==> config.mk <==
export PLATFORM = sky130hd
export DESIGN_NAME = sha1_hash_engine
export DESIGN_NICKNAME = d
export VERILOG_FILES = /design/src/rtl/core/sha1he_pkg.sv /design/src/rtl/core/sha1_hash_engine.sv /design/src/rtl/core/sha1he_useq.sv
export SDC_FILE = /design/constraint.sdc
export NUM_CORES = 2
export LEC_CHECK = 0
export BUFFER_PORTS_ARGS = -buffer_cell sky130_fd_sc_hd__buf_2
export CORE_MARGIN = 2
export CORE_UTILIZATION = 38
export DETAILED_ROUTE_END_ITERATION = 10
export PLACE_DENSITY = 0.59
export SLEW_MARGIN = 30
export SYNTH_ARGS = -nofsm -noshare
export SYNTH_HDL_FRONTEND = slang
export SYNTH_HIERARCHICAL = 1
export SYNTH_SLANG_ARGS = --single-unit
export TNS_END_PERCENT = 100
==> constraint.sdc <==
create_clock -name i_clk -period 10.8 [get_ports i_clk]
set_input_delay 1.62 -clock i_clk [delete_from_list [all_inputs] [get_ports i_clk]]
set_output_delay 1.62 -clock i_clk [all_outputs]
set_load 0.01 [all_outputs]
==> src/rtl/core/sha1he_pkg.sv <==
// ============================================================================
// sha1he_pkg
// Shared types and constants for the SHA-1 hash engine: beat structs, the
// micro-op and jump-condition codes, and the sequencer status struct.
// ============================================================================
package sha1he_pkg;

    // Round constants
    localparam logic [31:0] K0 = 32'h5A827999;
    localparam logic [31:0] K1 = 32'h6ED9EBA1;
    localparam logic [31:0] K2 = 32'h8F1BBCDC;
    localparam logic [31:0] K3 = 32'hCA62C1D6;

    // Initial chaining value, H_INIT[0] is H0
    localparam logic [4:0][31:0] H_INIT = {
        32'hC3D2E1F0, 32'h10325476, 32'h98BADCFE, 32'hEFCDAB89, 32'h67452301
    };

    localparam logic [7:0] PAD_BYTE    = 8'h80;
    localparam logic [2:0] MAX_BYTES   = 3'd4;
    localparam logic [2:0] DIGEST_LAST = 3'd4;
    localparam logic [6:0] ROUND_LAST  = 7'd79;

    // Input beat: up to four message bytes, first byte in bits 31..24
    typedef struct packed {
        logic [31:0] data_word;
        logic [2:0]  byte_count;
        logic        last_in;
    } t_in_beat;

    // Output beat: one digest word
    typedef struct packed {
        logic [31:0] digest_word;
        logic [2:0]  word_index;
        logic        last_out;
    } t_out_beat;

    // Datapath micro-ops
    typedef enum logic [3:0] {
        OP_NOP,
        OP_WAIT,
        OP_ABSORB,
        OP_PAD,
        OP_LEN,
        OP_LOAD,
        OP_ROUND,
        OP_FOLD,
        OP_EMIT,
        OP_DRAIN,
        OP_NEXTW,
        OP_REINIT
    } t_op;

    // Jump conditions
    typedef enum logic [3:0] {
        C_ALWAYS,
        C_IN_ACC,
        C_FULL,
        C_NOT_LAST,
        C_LEN_DONE,
        C_PAD_DONE,
        C_RND_MORE,
        C_MORE,
        C_OUT_ACC,
        C_IDX_MORE
    } t_cond;

    // Datapath status seen by the sequencer
    typedef struct packed {
        logic in_acc;
        logic full;
        logic not_last;
        logic len_done;
        logic pad_done;
        logic rnd_more;
        logic more;
        logic out_acc;
        logic idx_more;
    } t_seq_flags;

endpackage

==> src/rtl/core/sha1_hash_engine.sv <==
// ============================================================================
// sha1_hash_engine
// Streaming SHA-1: packs message bytes into a 64-byte block, compresses one
// round per cycle, pads on the last beat and returns the five digest words.
// ============================================================================
// Usage: each input beat carries 0..4 message bytes (first byte in bits
// 31..24, counts above four act as four) and a last flag. The engine handles
// one beat at a time: a beat that does not complete a block is accepted,
// merged and routed. Completing a 64-byte block adds the compression (load,
// 80 rounds on the single round unit, fold, one routing step).
// The last beat adds padding and one or two compressions, then the digest
// goes out as five beats, H0 first, each one emitted, held while the output
// stalls and followed by an index step; after the fifth word the engine
// returns to the initial vector and a zero bit count on its own. Input stall
// is high whenever the engine is busy.
module sha1_hash_engine (
    input  logic                 i_clk,
    input  logic                 i_rst_n,
    input  logic                 i_in_valid,
    output logic                 o_in_stall,
    input  sha1he_pkg::t_in_beat i_in_beat,
    output logic                 o_out_valid,
    input  logic                 i_out_stall,
    output sha1he_pkg::t_out_beat o_out_beat
);

    function automatic logic [31:0] rotl1(input logic [31:0] x);
        return {x[30:0], x[31]};
    endfunction

    function automatic logic [31:0] rotl5(input logic [31:0] x);
        return {x[26:0], x[31:27]};
    endfunction

    function automatic logic [31:0] rotl30(input logic [31:0] x);
        return {x[1:0], x[31:2]};
    endfunction

    sha1he_pkg::t_op        op;
    sha1he_pkg::t_seq_flags flags;

    // Datapath state
    logic [31:0] r_h   [5];
    logic [31:0] n_h   [5];
    logic [31:0] r_blk [16];
    logic [31:0] n_blk [16];
    logic [63:0] r_bits, n_bits;
    logic [31:0] r_a, r_b, r_c, r_d, r_e;
    logic [31:0] n_a, n_b, n_c, n_d, n_e;
    logic [6:0]  r_rnd, n_rnd;
    logic [31:0] r_data, n_data;
    logic [2:0]  r_cnt, n_cnt;
    logic        r_last, n_last;
    logic        r_pad_done, n_pad_done;
    logic        r_len_done, n_len_done;
    logic [2:0]  r_idx, n_idx;
    logic        r_out_valid, n_out_valid;
    sha1he_pkg::t_out_beat r_out, n_out;

    // Derived values
    logic        in_acc, out_acc;
    logic [5:0]  pos;
    logic [6:0]  room;
    logic [2:0]  take_n;
    logic        full;
    logic [2:0]  clamp_cnt;
    logic [31:0] f_val, k_val, tmp, w_new, w_x;

    assign in_acc  = (op == sha1he_pkg::OP_WAIT) && i_in_valid;
    assign out_acc = r_out_valid && !i_out_stall;

    assign o_in_stall  = (op != sha1he_pkg::OP_WAIT);
    assign o_out_valid = r_out_valid;
    assign o_out_beat  = r_out;

    // Byte position within the block and how much of the beat fits
    assign pos       = r_bits[8:3];
    assign room      = 7'd64 - {1'b0, pos};
    assign take_n    = (7'(r_cnt) < room) ? r_cnt : room[2:0];
    assign full      = ({1'b0, pos} + 7'(take_n)) == 7'd64;
    assign clamp_cnt = (i_in_beat.byte_count > sha1he_pkg::MAX_BYTES) ?
                       sha1he_pkg::MAX_BYTES : i_in_beat.byte_count;

    // Round function and message schedule
    always_comb begin
        if (r_rnd < 7'd20) begin
            f_val = (r_b & r_c) | (~r_b & r_d);
            k_val = sha1he_pkg::K0;
        end else if (r_rnd < 7'd40) begin
            f_val = r_b ^ r_c ^ r_d;
            k_val = sha1he_pkg::K1;
        end else if (r_rnd < 7'd60) begin
            f_val = (r_b & r_c) | (r_b & r_d) | (r_c & r_d);
            k_val = sha1he_pkg::K2;
        end else begin
            f_val = r_b ^ r_c ^ r_d;
            k_val = sha1he_pkg::K3;
        end
        tmp   = rotl5(r_a) + f_val + r_e + k_val + r_blk[0];
        w_x   = r_blk[13] ^ r_blk[8] ^ r_blk[2] ^ r_blk[0];
        w_new = rotl1(w_x);
    end

    // Sequencer status
    always_comb begin
        flags.in_acc   = in_acc;
        flags.full     = full;
        flags.not_last = !r_last;
        flags.len_done = r_len_done;
        flags.pad_done = r_pad_done;
        flags.rnd_more = (r_rnd != sha1he_pkg::ROUND_LAST);
        flags.more     = (r_cnt != 3'd0);
        flags.out_acc  = out_acc;
        flags.idx_more = (r_idx != sha1he_pkg::DIGEST_LAST);
    end

    sha1he_useq u_useq (
        .i_clk   (i_clk),
        .i_rst_n (i_rst_n),
        .i_flags (flags),
        .o_op    (op)
    );

    // Datapath next state, one micro-op per cycle
    always_comb begin
        logic [5:0] off;
        logic [5:0] p;
        n_h         = r_h;
        n_blk       = r_blk;
        n_bits      = r_bits;
        n_a         = r_a;
        n_b         = r_b;
        n_c         = r_c;
        n_d         = r_d;
        n_e         = r_e;
        n_rnd       = r_rnd;
        n_data      = r_data;
        n_cnt       = r_cnt;
        n_last      = r_last;
        n_pad_done  = r_pad_done;
        n_len_done  = r_len_done;
        n_idx       = r_idx;
        n_out_valid = r_out_valid;
        n_out       = r_out;
        off         = 6'd0;
        p           = 6'd0;
        case (op)
            sha1he_pkg::OP_WAIT: begin
                if (in_acc) begin
                    n_data = i_in_beat.data_word;
                    n_cnt  = clamp_cnt;
                    n_last = i_in_beat.last_in;
                end
            end
            sha1he_pkg::OP_ABSORB: begin
                // merge the bytes that fit into the block
                for (int w = 0; w < 16; w++) begin
                    for (int b = 0; b < 4; b++) begin
                        p   = 6'(w * 4 + b);
                        off = p - pos;
                        if (off < 6'(take_n)) begin
                            n_blk[w][8*(3-b) +: 8] =
                                8'(r_data >> (5'd24 - {off[1:0], 3'b000}));
                        end
                    end
                end
                n_bits = r_bits + 64'({take_n, 3'b000});
                n_cnt  = r_cnt - take_n;
                n_data = r_data << {take_n, 3'b000};
            end
            sha1he_pkg::OP_PAD: begin
                // pad byte, zero fill, and the length if it still fits
                for (int w = 0; w < 16; w++) begin
                    for (int b = 0; b < 4; b++) begin
                        p = 6'(w * 4 + b);
                        if (p == pos) begin
                            n_blk[w][8*(3-b) +: 8] = sha1he_pkg::PAD_BYTE;
                        end else if (p > pos) begin
                            n_blk[w][8*(3-b) +: 8] = 8'h00;
                        end
                    end
                end
                if (pos < 6'd56) begin
                    n_blk[14]  = r_bits[63:32];
                    n_blk[15]  = r_bits[31:0];
                    n_len_done = 1'b1;
                end
                n_pad_done = 1'b1;
            end
            sha1he_pkg::OP_LEN: begin
                // extra block: zeros then the length
                for (int w = 0; w < 14; w++) begin
                    n_blk[w] = 32'h0;
                end
                n_blk[14]  = r_bits[63:32];
                n_blk[15]  = r_bits[31:0];
                n_len_done = 1'b1;
            end
            sha1he_pkg::OP_LOAD: begin
                n_a   = r_h[0];
                n_b   = r_h[1];
                n_c   = r_h[2];
                n_d   = r_h[3];
                n_e   = r_h[4];
                n_rnd = 7'd0;
            end
            sha1he_pkg::OP_ROUND: begin
                n_a = tmp;
                n_b = r_a;
                n_c = rotl30(r_b);
                n_d = r_c;
                n_e = r_d;
                // schedule window slides by one word
                for (int w = 0; w < 15; w++) begin
                    n_blk[w] = r_blk[w+1];
                end
                n_blk[15] = w_new;
                n_rnd     = r_rnd + 7'd1;
            end
            sha1he_pkg::OP_FOLD: begin
                n_h[0] = r_h[0] + r_a;
                n_h[1] = r_h[1] + r_b;
                n_h[2] = r_h[2] + r_c;
                n_h[3] = r_h[3] + r_d;
                n_h[4] = r_h[4] + r_e;
            end
            sha1he_pkg::OP_EMIT: begin
                n_out.digest_word = r_h[r_idx];
                n_out.word_index  = r_idx;
                n_out.last_out    = (r_idx == sha1he_pkg::DIGEST_LAST);
                n_out_valid       = 1'b1;
            end
            sha1he_pkg::OP_DRAIN: begin
                if (out_acc) begin
                    n_out_valid = 1'b0;
                end
            end
            sha1he_pkg::OP_NEXTW: begin
                n_idx = r_idx + 3'd1;
            end
            sha1he_pkg::OP_REINIT: begin
                for (int i = 0; i < 5; i++) begin
                    n_h[i] = sha1he_pkg::H_INIT[i];
                end
                n_bits     = 64'd0;
                n_pad_done = 1'b0;
                n_len_done = 1'b0;
                n_idx      = 3'd0;
            end
            default: begin
            end
        endcase
    end

    // Control and chaining state
    always_ff @(posedge i_clk) begin
        if (!i_rst_n) begin
            for (int i = 0; i < 5; i++) begin
                r_h[i] <= sha1he_pkg::H_INIT[i];
            end
            r_bits      <= 64'd0;
            r_rnd       <= 7'd0;
            r_cnt       <= 3'd0;
            r_last      <= 1'b0;
            r_pad_done  <= 1'b0;
            r_len_done  <= 1'b0;
            r_idx       <= 3'd0;
            r_out_valid <= 1'b0;
        end else begin
            r_h         <= n_h;
            r_bits      <= n_bits;
            r_rnd       <= n_rnd;
            r_cnt       <= n_cnt;
            r_last      <= n_last;
            r_pad_done  <= n_pad_done;
            r_len_done  <= n_len_done;
            r_idx       <= n_idx;
            r_out_valid <= n_out_valid;
        end
    end

    // Payload registers
    always_ff @(posedge i_clk) begin
        r_blk  <= n_blk;
        r_a    <= n_a;
        r_b    <= n_b;
        r_c    <= n_c;
        r_d    <= n_d;
        r_e    <= n_e;
        r_data <= n_data;
        r_out  <= n_out;
    end

endmodule

==> src/rtl/core/sha1he_useq.sv <==
// ============================================================================
// sha1he_useq
// Microcode sequencer: a step counter walks a read-only program; each control
// word carries a micro-op, a jump condition and the two successor steps.
// ============================================================================
module sha1he_useq (
    input  logic                   i_clk,
    input  logic                   i_rst_n,
    input  sha1he_pkg::t_seq_flags i_flags,
    output sha1he_pkg::t_op        o_op
);

    // Program addresses
    localparam logic [3:0] S_IDLE    = 4'd0;
    localparam logic [3:0] S_ABSORB  = 4'd1;
    localparam logic [3:0] S_RT_LAST = 4'd2;
    localparam logic [3:0] S_RT_LEN  = 4'd3;
    localparam logic [3:0] S_RT_PAD  = 4'd4;
    localparam logic [3:0] S_PAD     = 4'd5;
    localparam logic [3:0] S_LEN     = 4'd6;
    localparam logic [3:0] S_LOAD    = 4'd7;
    localparam logic [3:0] S_ROUND   = 4'd8;
    localparam logic [3:0] S_FOLD    = 4'd9;
    localparam logic [3:0] S_RT_MORE = 4'd10;
    localparam logic [3:0] S_EMIT    = 4'd11;
    localparam logic [3:0] S_DRAIN   = 4'd12;
    localparam logic [3:0] S_NEXTW   = 4'd13;
    localparam logic [3:0] S_FINISH  = 4'd14;

    typedef struct packed {
        sha1he_pkg::t_op   op;
        sha1he_pkg::t_cond cond;
        logic [3:0]        jmp;   // taken when cond holds
        logic [3:0]        nxt;   // taken otherwise
    } t_ucode;

    // Control store
    function automatic t_ucode ucode_rom(input logic [3:0] step);
        t_ucode cw;
        case (step)
            S_IDLE:    cw = '{sha1he_pkg::OP_WAIT,   sha1he_pkg::C_IN_ACC,   S_ABSORB, S_IDLE};
            S_ABSORB:  cw = '{sha1he_pkg::OP_ABSORB, sha1he_pkg::C_FULL,     S_LOAD,   S_RT_LAST};
            S_RT_LAST: cw = '{sha1he_pkg::OP_NOP,    sha1he_pkg::C_NOT_LAST, S_IDLE,   S_RT_LEN};
            S_RT_LEN:  cw = '{sha1he_pkg::OP_NOP,    sha1he_pkg::C_LEN_DONE, S_EMIT,   S_RT_PAD};
            S_RT_PAD:  cw = '{sha1he_pkg::OP_NOP,    sha1he_pkg::C_PAD_DONE, S_LEN,    S_PAD};
            S_PAD:     cw = '{sha1he_pkg::OP_PAD,    sha1he_pkg::C_ALWAYS,   S_LOAD,   S_LOAD};
            S_LEN:     cw = '{sha1he_pkg::OP_LEN,    sha1he_pkg::C_ALWAYS,   S_LOAD,   S_LOAD};
            S_LOAD:    cw = '{sha1he_pkg::OP_LOAD,   sha1he_pkg::C_ALWAYS,   S_ROUND,  S_ROUND};
            S_ROUND:   cw = '{sha1he_pkg::OP_ROUND,  sha1he_pkg::C_RND_MORE, S_ROUND,  S_FOLD};
            S_FOLD:    cw = '{sha1he_pkg::OP_FOLD,   sha1he_pkg::C_ALWAYS,   S_RT_MORE, S_RT_MORE};
            S_RT_MORE: cw = '{sha1he_pkg::OP_NOP,    sha1he_pkg::C_MORE,     S_ABSORB, S_RT_LAST};
            S_EMIT:    cw = '{sha1he_pkg::OP_EMIT,   sha1he_pkg::C_ALWAYS,   S_DRAIN,  S_DRAIN};
            S_DRAIN:   cw = '{sha1he_pkg::OP_DRAIN,  sha1he_pkg::C_OUT_ACC,  S_NEXTW,  S_DRAIN};
            S_NEXTW:   cw = '{sha1he_pkg::OP_NEXTW,  sha1he_pkg::C_IDX_MORE, S_EMIT,   S_FINISH};
            S_FINISH:  cw = '{sha1he_pkg::OP_REINIT, sha1he_pkg::C_ALWAYS,   S_IDLE,   S_IDLE};
            default:   cw = '{sha1he_pkg::OP_NOP,    sha1he_pkg::C_ALWAYS,   S_IDLE,   S_IDLE};
        endcase
        return cw;
    endfunction

    logic [3:0] r_step;
    logic [3:0] n_step;
    t_ucode     cw;
    logic       take;

    assign cw   = ucode_rom(r_step);
    assign o_op = cw.op;

    // Jump condition select
    always_comb begin
        case (cw.cond)
            sha1he_pkg::C_ALWAYS:   take = 1'b1;
            sha1he_pkg::C_IN_ACC:   take = i_flags.in_acc;
            sha1he_pkg::C_FULL:     take = i_flags.full;
            sha1he_pkg::C_NOT_LAST: take = i_flags.not_last;
            sha1he_pkg::C_LEN_DONE: take = i_flags.len_done;
            sha1he_pkg::C_PAD_DONE: take = i_flags.pad_done;
            sha1he_pkg::C_RND_MORE: take = i_flags.rnd_more;
            sha1he_pkg::C_MORE:     take = i_flags.more;
            sha1he_pkg::C_OUT_ACC:  take = i_flags.out_acc;
            sha1he_pkg::C_IDX_MORE: take = i_flags.idx_more;
            default:                take = 1'b1;
        endcase
        n_step = take ? cw.jmp : cw.nxt;
    end

    // Step counter
    always_ff @(posedge i_clk) begin
        if (!i_rst_n) begin
            r_step <= S_IDLE;
        end else begin
            r_step <= n_step;
        end
    end

endmodule

==> summary.json <==
{
  "floorplan": {
    "ios": 78,
    "design.die.area_mm2": 0.157,
    "fp.dieW_um": 397,
    "core_footprint_mm2": 0.154,
    "die_y_um": 397,
    "initial_cell_density_of_the_core_pct": 38.1,
    "row_count": 144
  },
  "clocking": {
    "ctsRootBufferMaster": "sky130_fd_sc_hd__clkbuf_16",
    "cts_buffers": 109,
    "post_cts_buffers": 0,
    "clock_insertion_delay_at_the_later_pin_of_the_skew_report_ns": 0.75,
    "clock_sink_count": 994,
    "htree_levels": 3,
    "cts_hold_repair.buffers": 0,
    "ctsResizeCount": 0,
    "cts-root-to-sink-buffers": 3,
    "cts_tree": "built",
    "worst_setup_hold_path_clk_slew_ns": 0.06
  },
  "synthesis": {
    "postSynthCellCount": 6115,
    "mappedNetlistNets": 6519,
    "synth.yosys.warnings": 6,
    "mean_area_per_synthesized_cell_um2": 9.59,
    "post_synth_instance_area_mm2": 0.0586,
    "synth-edff-count": 740,
    "yosysSeqAreaShare_pct": 46.6,
    "synth.distinct_cells": 96,
    "postSynthRegisterBits": 994,
    "postSynth.asyncResetShare_pct": 0,
    "ys.flop_type": "sky130_fd_sc_hd__edfxtp_1"
  },
  "finish": {
    "ff_latch_area_mm2": 0.0273,
    "area.growth.synth_to_final_pct": 10.8,
    "layout-drive-gt1-share_pct": 7.61,
    "multiInputGateArea_mm2": 0.0292,
    "utilization_pct": 42.3,
    "post_layout_nonfiller_instances": 8219,
    "layout.cells.most_common": "sky130_fd_sc_hd__nand2_1",
    "layout.filler_cells": 15006,
    "final_cell_mix": "sky130_fd_sc_hd__nand2_1 (1536), sky130_fd_sc_hd__edfxtp_1 (740), sky130_fd_sc_hd__nor2_1 (333)",
    "final_net_count": 6480
  },
  "worst_setup_path": {
    "timing.setup.critical_path_class": "reg2reg",
    "critical_path.startpoint_type": "flop",
    "worstPathRequired_ns": 11.41,
    "ff2ff_path_depth": 27,
    "cp_data_arrival_time_ns": 9.07,
    "crit_path_max_incr_delay_ns": 1.01,
    "crit_top_cell": "sky130_fd_sc_hd__ha_1",
    "critical_path.endpoint_type": "flop",
    "crit_path_top_delay_cell": "sky130_fd_sc_hd__ha_1",
    "critPathMaxFanout": 21
  },
  "timing": {
    "max_slew_margin_pct": 27.9,
    "setup-tns-final_ns": 0,
    "final_number_of_setup_violating_endpoints": 0,
    "timing_worst_slew_pin_value_ns": 1.07,
    "post-route-period-util_pct": 78.4,
    "hold_viol": 0,
    "timing.final.crit_period_ns": 8.46,
    "maxSlewViolCount": 0,
    "finalWorstSetupSlack_ns": 2.34,
    "clock_skew_ns": 0.0278,
    "hold_slack_ns": 0.470,
    "clock.fmax_ghz": 0.118,
    "unrepaired_setup_endpoints_after_global_routing": "false"
  },
  "global_route": {
    "wire_length_of_the_first_global_routing_pass_um": 280000,
    "gr-total-overflow": 0,
    "maximum_number_of_pins_on_one_net_before_global_route_repair": 218,
    "number_of_global_route_vias_before_repair": 44476,
    "grt.total_usage_pct": 23.1,
    "antenna_found_initial": 2
  },
  "placement": {
    "port_buffers": 77,
    "preCtsSetupSlack_ns": 2.43,
    "placed_cells": 8008,
    "place_hpwl_um": 131000,
    "replace_congestion": 0.924
  },
  "pwr": {
    "power.static_leakage_nw": 25.8,
    "p_per_area_mw_per_mm2": 246,
    "worst_voltage_drop_across_the_vdd_grid_uv": 151
  },
  "route": {
    "detail_route.iter0.violations": 4141,
    "drc": 0,
    "wl_per_cell_um": 22.6,
    "dr.pass1.iters": 8,
    "route.final.wire_length_um": 186000,
    "vias": 46382,
    "post_drt_antenna_nets": 0,
    "post_drt_via_cell_ratio": 5.64
  },
  "worst_hold_path": {
    "cells_on_worst_hold_path": 2,
    "min_path_type": "reg2reg"
  },
  "outcome": {
    "status": "finished clean"
  },
  "job": {
    "cap_viol_max_count": 0
  }
}
-- worst paths after layout --
path	start	endpoint	slack (ns)
max	r_bits[4]	u_useq/cw[4]	2.34
min	r_last	r_last	0.47
max reg2reg	r_bits[4]	u_useq/cw[4]	2.34
min reg2reg	r_last	r_last	0.47
-- Yosys cell counts (12+ instances only) --
library cell	instances	area (um2)
sky130_fd_sc_hd__mux2i_1	115	1150
sky130_fd_sc_hd__mux4_2	29	653
sky130_fd_sc_hd__or2_2	15	93.8
sky130_fd_sc_hd__a221oi_1	12	105
sky130_fd_sc_hd__and3_1	41	257
sky130_fd_sc_hd__nand4_1	23	144
sky130_fd_sc_hd__a32oi_1	18	158
sky130_fd_sc_hd__nor3_1	62	310
sky130_fd_sc_hd__mux2_2	15	169
sky130_fd_sc_hd__nor3b_1	16	120
sky130_fd_sc_hd__o31ai_1	23	173
sky130_fd_sc_hd__nor2b_1	51	319
sky130_fd_sc_hd__o21ai_0	279	1400
sky130_fd_sc_hd__nor2_1	343	1290
sky130_fd_sc_hd__a21oi_1	344	1720
sky130_fd_sc_hd__nand2b_1	34	213
sky130_fd_sc_hd__a21boi_0	15	113
sky130_fd_sc_hd__a31oi_1	33	206
sky130_fd_sc_hd__o21bai_1	24	180
sky130_fd_sc_hd__clkbuf_1	268	1010
sky130_fd_sc_hd__a22o_1	12	105
sky130_fd_sc_hd__edfxtp_1	740	22200
sky130_fd_sc_hd__xor2_1	125	1090
sky130_fd_sc_hd__a21o_1	106	796
sky130_fd_sc_hd__inv_1	290	1090
sky130_fd_sc_hd__ha_1	236	2950
sky130_fd_sc_hd__xnor2_1	202	1770
sky130_fd_sc_hd__nand2_1	1539	5780
sky130_fd_sc_hd__a211oi_1	35	263
sky130_fd_sc_hd__fa_1	128	2560
sky130_fd_sc_hd__a22oi_1	94	706
sky130_fd_sc_hd__o211ai_1	44	330
sky130_fd_sc_hd__a221o_1	61	611
sky130_fd_sc_hd__or3_1	41	257
sky130_fd_sc_hd__buf_1	32	120
sky130_fd_sc_hd__o22ai_1	57	357
sky130_fd_sc_hd__dfxtp_1	254	5080
sky130_fd_sc_hd__nand3_1	82	410
sky130_fd_sc_hd__nand3b_1	12	90.1
sky130_fd_sc_hd__and2_1	43	269
sky130_fd_sc_hd__o21a_1	38	285
-- per-layer routing --
metal	vias up	track usage (%)	routed length [um]
li1	21474	-	-
met1	22837	32.7	82800
met2	1730	35.9	82800
met3	339	3.17	12500
met4	2	9.09	7710
met5	-	0	11
-- power breakdown --
part / leakage, nW / internal, mW / total, mW / switching (mW)
Combinational: 15.0 / 2.18 / 6.03 / 3.85
Sequential: 8.97 / 5.47 / 6.00 / 0.536
Clock: 1.82 / 2.26 / 3.94 / 1.68
Total: 25.8 / 9.91 / 16.0 / 6.06
-- registers in the layout (all words and copies together), names as in the netlist, 7 cells and up --
register    cells
r_data         32
r_bits         61
r_d            32
r_blk         512
r_a            32
r_b            32
r_rnd           7
u_useq/cw      16
o_out_beat     36
r_c            32
r_e            32
r_h           160
-- worst max-delay path: cells and delay by family, from the launching register on --
| kind | cells | cell delay (ns) |
|---|---|---|
| compound gates | 6 | 1.06 |
| fa+ha+maj | 5 | 2.40 |
| buf+inv | 6 | 1.42 |
| flops | 1 | 0.34 |
| mux | 2 | 0.49 |
| simple gates | 8 | 2.60 |
-- area by class of cell --
cell class / instances / area share (%)
antenna: 2 / 0.00770
clock buffer: 150 / 4.65
clock inverter: 58 / 1.10
inverter: 296 / 1.71
multi-input combinational: 4511 / 44.9
sequential: 994 / 42.0
tap: 2044 / 3.94
timing repair buffer: 164 / 1.65
-- stage by stage --
step	instance area [um2]	total power [mW]
floorplan	58600	10.1
global placement	61100	11.9
detailed placement	61200	12.0
CTS	64900	16.0
global route	65000	16.9
finish	65000	16.0
-- cells by family (layout without fill, tap and decap cells) --
group / after synthesis / in the layout / synth area share [%]
AOI/OAI and AO/OA: 1312 / 1312 / 14.6
xor gates and xnor gates: 327 / 327 / 4.89
adders and majority gates: 364 / 364 / 9.41
buffers and inverters: 610 / 668 / 3.99
DFF: 994 / 994 / 46.6
muxes: 164 / 164 / 3.50
other: 0 / 2 / 0
and+or+nand+nor: 2344 / 2344 / 17.0
No activity file was read; power rests on OpenSTA's default activity.
